==> src/rtl/core/mvt_pkg.sv <==
// Shared types and constants for the matrix-vector transform core.
// No dependencies.
package mvt_pkg;

	localparam int DIM        = 4;
	localparam int FIELD_W    = 32;
	localparam int IDX_W      = 4;
	localparam int S_TDATA_W  = 168;   // 4 + 5*32 = 164, padded to bytes
	localparam int M_TDATA_W  = 128;

	typedef enum logic [1:0] {
		OP_WR_HELD = 2'd0,
		OP_WR_OPER = 2'd1,
		OP_VEC4    = 2'd2,
		OP_POINT   = 2'd3
	} op_t;

	typedef enum logic [2:0] {
		S_IDLE,
		S_RUN,
		S_DRAIN,
		S_PUSH,
		S_COMMIT
	} state_t;

	typedef struct packed {
		logic       wr_held;
		logic       wr_oper;
		logic       latch_vec;
		logic       point;      // latched with the vector
		logic       step_valid;
		logic       step_first;
		logic       step_last;
		logic       step_point; // use held element unscaled
		logic       step_matmul;
		logic [1:0] step_k;
		logic [1:0] step_col;
		logic       load_out;
		logic       commit;
	} cmd_t;

endpackage

==> src/rtl/core/mvt_ctrl.sv <==
// Sequencer for the transform core: handshakes and step issue.
// Depends on mvt_pkg.
module mvt_ctrl (
	input  logic                      clk,
	input  logic                      arst_n,
	input  logic                      s_tvalid,
	output logic                      s_tready,
	input  logic [1:0]                operation,
	input  logic [mvt_pkg::IDX_W-1:0] element_index,
	output logic                      m_tvalid,
	input  logic                      m_tready,
	output mvt_pkg::cmd_t             cmd
);
	import mvt_pkg::*;

	state_t     state_q, state_d;
	logic [3:0] step_q, step_d;
	logic       matmul_q, matmul_d;
	logic       point_q, point_d;
	logic       mvalid_q;
	logic       accept;
	logic       run_end;

	assign accept   = s_tvalid && s_tready;
	assign run_end  = matmul_q ? (step_q == 4'd15) : (step_q[1:0] == 2'd3);
	assign m_tvalid = mvalid_q;

	always_ff @(posedge clk or negedge arst_n) begin
		if (!arst_n) begin
			state_q  <= S_IDLE;
			step_q   <= '0;
			matmul_q <= 1'b0;
			point_q  <= 1'b0;
			mvalid_q <= 1'b0;
		end else begin
			state_q  <= state_d;
			step_q   <= step_d;
			matmul_q <= matmul_d;
			point_q  <= point_d;
			if (cmd.load_out)
				mvalid_q <= 1'b1;
			else if (m_tready)
				mvalid_q <= 1'b0;
		end
	end

	always_comb begin
		state_d  = state_q;
		step_d   = step_q;
		matmul_d = matmul_q;
		point_d  = point_q;
		s_tready = 1'b0;
		cmd      = '0;
		unique case (state_q)
			S_IDLE: begin
				s_tready = 1'b1;
				if (accept) begin
					step_d = '0;
					unique case (op_t'(operation))
						OP_WR_HELD: cmd.wr_held = 1'b1;
						OP_WR_OPER: begin
							cmd.wr_oper = 1'b1;
							if (element_index == 4'd15) begin
								matmul_d = 1'b1;
								state_d  = S_RUN;
							end
						end
						OP_VEC4, OP_POINT: begin
							cmd.latch_vec = 1'b1;
							cmd.point     = (op_t'(operation) == OP_POINT);
							point_d       = (op_t'(operation) == OP_POINT);
							matmul_d      = 1'b0;
							state_d       = S_RUN;
						end
					endcase
				end
			end
			S_RUN: begin
				cmd.step_valid  = 1'b1;
				cmd.step_k      = step_q[1:0];
				cmd.step_col    = matmul_q ? step_q[3:2] : 2'd0;
				cmd.step_first  = (step_q[1:0] == 2'd0);
				cmd.step_last   = (step_q[1:0] == 2'd3);
				cmd.step_matmul = matmul_q;
				cmd.step_point  = point_q && !matmul_q && (step_q[1:0] == 2'd3);
				step_d          = step_q + 4'd1;
				if (run_end)
					state_d = S_DRAIN;
			end
			S_DRAIN: state_d = matmul_q ? S_COMMIT : S_PUSH;
			S_PUSH: begin
				if (!mvalid_q || m_tready) begin
					cmd.load_out = 1'b1;
					state_d      = S_IDLE;
				end
			end
			S_COMMIT: begin
				cmd.commit = 1'b1;
				state_d    = S_IDLE;
			end
			default: state_d = S_IDLE;
		endcase
	end

endmodule

==> config.mk <==
export PLATFORM = sky130hd
export DESIGN_NAME = mvt_ctrl
export DESIGN_NICKNAME = d
export VERILOG_FILES = /design/src/rtl/core/mvt_pkg.sv /design/src/rtl/core/mvt_ctrl.sv
export SDC_FILE = /design/constraint.sdc
export NUM_CORES = 1
export LEC_CHECK = 0
export ABC_AREA = 1
export BUFFER_PORTS_ARGS = -buffer_cell sky130_fd_sc_hd__buf_4
export CAP_MARGIN = 15
export CORE_MARGIN = 1
export CORE_UTILIZATION = 48
export DETAILED_ROUTE_END_ITERATION = 6
export GPL_TIMING_DRIVEN = 0
export PLACE_DENSITY_LB_ADDON = 0.2
export SLEW_MARGIN = 30
export SYNTH_ARGS = -nofsm -noshare
export SYNTH_HDL_FRONTEND = slang
export SYNTH_SLANG_ARGS = --single-unit
==> constraint.sdc <==
create_clock -name clk -period 1.8 [get_ports clk]
set_input_delay 0.36 -clock clk [delete_from_list [all_inputs] [get_ports clk]]
set_output_delay 0.36 -clock clk [all_outputs]
set_load 0.01 [all_outputs]
### After elaboration in Yosys (flattened, before gate mapping)

Index checks and enable logic that the tools add are counted.

* bits in registers: 10
* bits of input ports: 10
* output and inout port bits: 17

* $add $sub $neg: 1
* equality and inequality tests: 16
* multiplexer cells: 25
* reductions and logical operators: 17

Operator list (number)
* $mux 3: 5
* $mux 4: 3
* $pmux 3 s4: 1
* $mux 1: 10
* $mux 9: 1
* $eq 4x4->1 const B: 2
* $ne 2x2->1 const B: 4
* $pmux 4 s2: 1
* $eq 2x2->1 const B: 3
* $eq 3x2->1 const B: 2
* $pmux 3 s2: 1
* $reduce_bool 2->1: 3
* $reduce_and 5->1: 1
* $add 4x1->4 const B: 1
* $logic_not 2->1: 2
* $mux 2: 2
* $reduce_and 4->1: 1
* $eq 3x1->1 const B: 1
* $eq 3x3->1 const B: 1
* $logic_and 1x1->1: 3
* $logic_not 3->1: 1
* $ne 3x1->1 const B: 1
* $ne 3x3->1 const B: 1
* $reduce_and 3->1: 1
* other kinds (6): 7

### Longest topological paths before layout

* word-level depth: 5
* gate-level depth with buffers: 8

### Worst setup path before layout

No wires, ideal clock.

* path kind: register to output
* start: reg state_q[0]
* end: out cmd[13] in the netlist's numbering
* arrival: 1.118 ns
* required time: 1.440 ns
* path slack: 0.322 ns
* cell stages (with the launch flop): 6
* path buffers: 0
* path through: dfrtp_1 > nor2_2 > nand2_2 > nor2_2 > inv_1 > nor3_1

RTL lines
* from (decl): RTL line mvt_ctrl.sv:16 `state_t state_q, state_d;`
* from (signal assigned): RTL line mvt_ctrl.sv:36 `state_q <= state_d;`
* to (decl): RTL line mvt_ctrl.sv:12 `output mvt_pkg::cmd_t cmd`

==> out/qor_table.md <==
| Step | Quantity | This run |
| --- | --- | --- |
| logic synthesis | Number of synthesized register bits | 10 |
| floorplanning | Die area | 1470 um2 |
| critical path | Max stage delay on crit path | 0.42 ns |
| logic synthesis | Mean post-synth cell area | 6.81 um2 |
| power and ir drop | Static Leak | 0.515 nW |
| critical path | Worst-path cell chain | nor2_4, nand2_2, nor2_4, inv_2, nor3_2, buf_4 |
| floorplanning | Initial standard-cell utilization of the core | 0.541 |
| detailed routing | Routed length on met2 | 697 um |
| critical path | Endpoint of the lowest-slack register-to-register path | state_q[1] |
| detailed routing | Count of TritonRoute iterations in the first routing pass | 4 |
| floorplanning | Floorplan row count | 12 |
| placement | Final HPWL DP | 1.06 mm |
| logic synthesis | Net count of the mapped netlist | 105 |
| layout | Layout overhead on the synthesized area | 48.2% |
| detailed routing | Detailed-route vias per instance | 4.83 |
| critical path | Critical path data arrival time | 1.37 ns |
| logic synthesis | Synthesis warning total | 0 |
| layout | Ant diodes | 0 |
| critical path | Sort of element at the start of the critical path | flip-flop |
| global routing | GR Util All Layers | 0.232 |
| logic synthesis | Cell count after synthesis | 93 |
| timing | Setup TNS Final | 0 ns |
| timing | Relative slew margins | 0.880 |
| critical path | Register-to-register setup slack | 0.61 ns |
| logic synthesis | Cell variety after synth | 15 |
| global routing | Leftover overflow at the end of global routing | 0 |
| detailed routing | Wire length per cell after detailed routing | 9.99 um |
| timing | Final setup violation count | 0 |
| flow run | Reported max-cap violation count | 0 |
| clock tree | Num Clock Sinks | 10 |
| logic synthesis | Proportion of synthesized flip-flops having asynchronous set or reset | 1.00 |
| clock tree | Clock tree from TritonCTS | yes |
| logic synthesis | Post-synthesis cell area | 633 um2 |
| placement | Input/output buffers | 26 |
| logic synthesis | Synth Flop Type | dfrtp_1 |
| worst hold path | Hold Crit Start | m_tready |
| detailed routing | DRC marker count from the first detailed-route iteration | 12 |
| power and ir drop | Final Total Pwr | 1.26 mW |
| floorplanning | Core area | 1170 um2 |
| detailed routing | Detail Route Antenna Nets | 0 |
| timing | Worst clock skew | 0.00785 ns |
| floorplanning | Die extent in y | 38.3 um |
| critical path | Critical path capture point type | primary output |
| placement | RePlAce Congestion | 0.810 |
| logic synthesis | Number of enable-type register cells in the synthesized netlist | 0 |
| timing | Final hold vios | 0 |
| critical path | Reg-to-reg critical path startpoint | state_q[0] |
| timing | Period minus WS final | 1.73 ns |
| worst hold path | Hold Crit Endpoint | m_tvalid |
| global routing | Wire length of the first global-routing pass | 2.34 mm |
| floorplanning | Boundary pin count | 27 |
| layout | Ratio of cells with drive above 1 in the final layout | 0.354 |
| timing | Setup repair after global routing missed its margin | true |
| global routing | Via count of the first global-routing pass | 578 |
| logic synthesis | Sequential fraction of the synthesis area | 0.395 |
| timing | Final period utilization | 0.960 |
| critical path | Worst-path fanout max | 5 |
| critical path | Logic depth of the worst register-to-register path | 6 |
| clock tree | Clock tree buffer depth | 2 |
| timing | Highest clock rate | 0.579 GHz |
| clock tree | Clock Latency Late Sink | 0.27 ns |
| logic synthesis | Synth top cells by count | 25 x nand2_1, 17 x inv_1, 12 x nor2_1, 10 x dfrtp_1, 7 x nand3_1 |
| logic synthesis | Count leader, synth | nand2_1 |
| floorplanning | Horizontal die dimension | 38.3 um |
| clock tree | Inserted Clock Buffers | 3 |
| detailed routing | M1 wire length | 619 um |
| layout | Final nets | 140 |
| worst hold path | Hold Path Cell Cnt | 2 |
| critical path | Timing startpoint of the critical path | state_q[0] |
| logic synthesis | Share of the synthesized area in the top cell type | 0.395 |
| critical path | Critical Path Most Common Cell | nor2_4 |
| critical path | Worst path slowest cell | dfrtp_2 |
| worst hold path | Kind of path behind the tightest hold check | in2reg |
| timing | Max-slew violation count | 0 |
| timing | Slew at the pin closest to its max-slew limit | 0.179 ns |
| clock tree | Level count of the clock H-tree | 1 |
| clock tree | Clock slew seen by the registers of the worst setup and hold paths | 0.07 ns |
| clock tree | Cell chosen for the clock root | clkbuf_4 |
| critical path | Required @ worst endpoint | 1.44 ns |
| global routing | Antenna violations before repair | 0 |
| layout | Final Core Density | 0.801 |
| detailed routing | Detailed-routed wire length on met3 | 85 um |
| logic synthesis | Most area-hungry cell type in the Yosys netlist | dfrtp_1 |
| detailed routing | Routed wire length | 1.41 mm |
| global routing | Largest net degree at the start of global routing | 11 |
| detailed routing | DR DRC count | 0 |
| power and ir drop | Cell area power density | 1340 nW/um2 |
| detailed routing | Vias after detailed routing | 681 |
| logic synthesis | Top cells by area, synth | dfrtp_1 40%, nand2_1 15%, inv_1 10%, nor2_1 7.1%, nand3_1 5.5% |
| power and ir drop | Highest ir drop seen on vdd | 0.00101 V |
| outcome | Status | complete, no violations |
| critical path | Type of the worst setup path | reg2out |
| detailed routing | Highest layer used for signal routing | met4 |
## logic make-up (layout without fill, tap and decap cells)
logic type,after synthesis,after routing,synth area share
AND/OR/NAND/NOR,56,56,0.385
buffers and inverters,18,52,0.113
flip-flops,10,10,0.395
AO/OA/AOI/OAI,6,6,0.0514
adder cells (fa/ha/maj),2,2,0.0395
multiplexers,1,1,0.0158
## worst max path at each step
stage | cells past startpoint | slack [ns] | end
detailed placement | 6 | 0.14 | cmd[14]
global route | 6 | -0.01 | cmd[13]
CTS | 6 | 0.003 | cmd[14]
floorplan | 5 | 0.32 | cmd[13]
global placement | 6 | 0.14 | cmd[13]
finish | 6 | 0.07 | cmd[13]
## state kept, by name, summed over array words and instances, names as in the netlist
register	cells
step_q	4
state_q	3
m_tvalid	1
point_q	1
matmul_q	1
## what timing repair did
item / 4_1_cts / 5_1_grt
resized for setup: 3 / 5
gates cloned: 0 / 0
pin swaps: 1 / 0
endpoints found under the hold margin: 10 / 0
hold buffers: 1 / 0
endpoints found under the setup margin: 4 / 4
buffers inserted: 3 / 0
## power breakdown
part	internal, mW	total [mW]	switching [mW]
Clock	0.123	0.200	0.0773
Combinational	0.302	0.683	0.380
Sequential	0.303	0.373	0.0699
Total	0.728	1.26	0.527
## layer usage
layer,vias up,GRT usage
met5,-,0
met2,24,0.419
met4,0,0.0536
met1,297,0.274
li1,358,-
met3,2,0.0523
## cell usage in the layout, fill, tap and decap left out
master	synthesis	routed
o31ai_1	1	1
dlygate4sd3_1	0	1
nand4_1	3	3
mux2i_1	1	1
nand3_1	7	7
ha_1	2	2
clkbuf_4	0	3
nor2_1	12	12
nor2_2	4	2
inv_1	17	15
dfrtp_1	10	9
buf_4	1	30
inv_2	0	2
o21ai_0	2	2
nand2_1	25	24
dfrtp_2	0	1
nand2_2	1	2
o21ai_1	3	3
nor3_2	0	2
nor2_4	0	2
nor3_1	4	2
clkbuf_8	0	1
## critical path: cells and delay by family, from the launching register on
family                 cells  cell delay, ns
and+or+nand+nor            4            0.46
DFF                        1            0.42
buffers and inverters      2            0.22
## per-stage QoR
stage	area [um2]	cells	setup WS (ns)	hold slack, ns
CTS	926	141	0.00349	0.292
floorplan	633	93	0.322	0.0644
global placement	846	133	0.142	0.195
global route	938	141	-0.0103	0.303
detailed placement	846	133	0.137	0.194
finish	938	141	0.0721	0.289
## final cells by class
class | instances | area [um2]
clock buffer | 4 | 36.3
fill | 96 | 233
tap | 14 | 17.5
timing repair buffer | 30 | 228
multi-input combinational | 65 | 334
inverter | 17 | 63.8
buffer | 1 | 7.51
sequential | 10 | 251
Power figures use the tool's default switching activity.
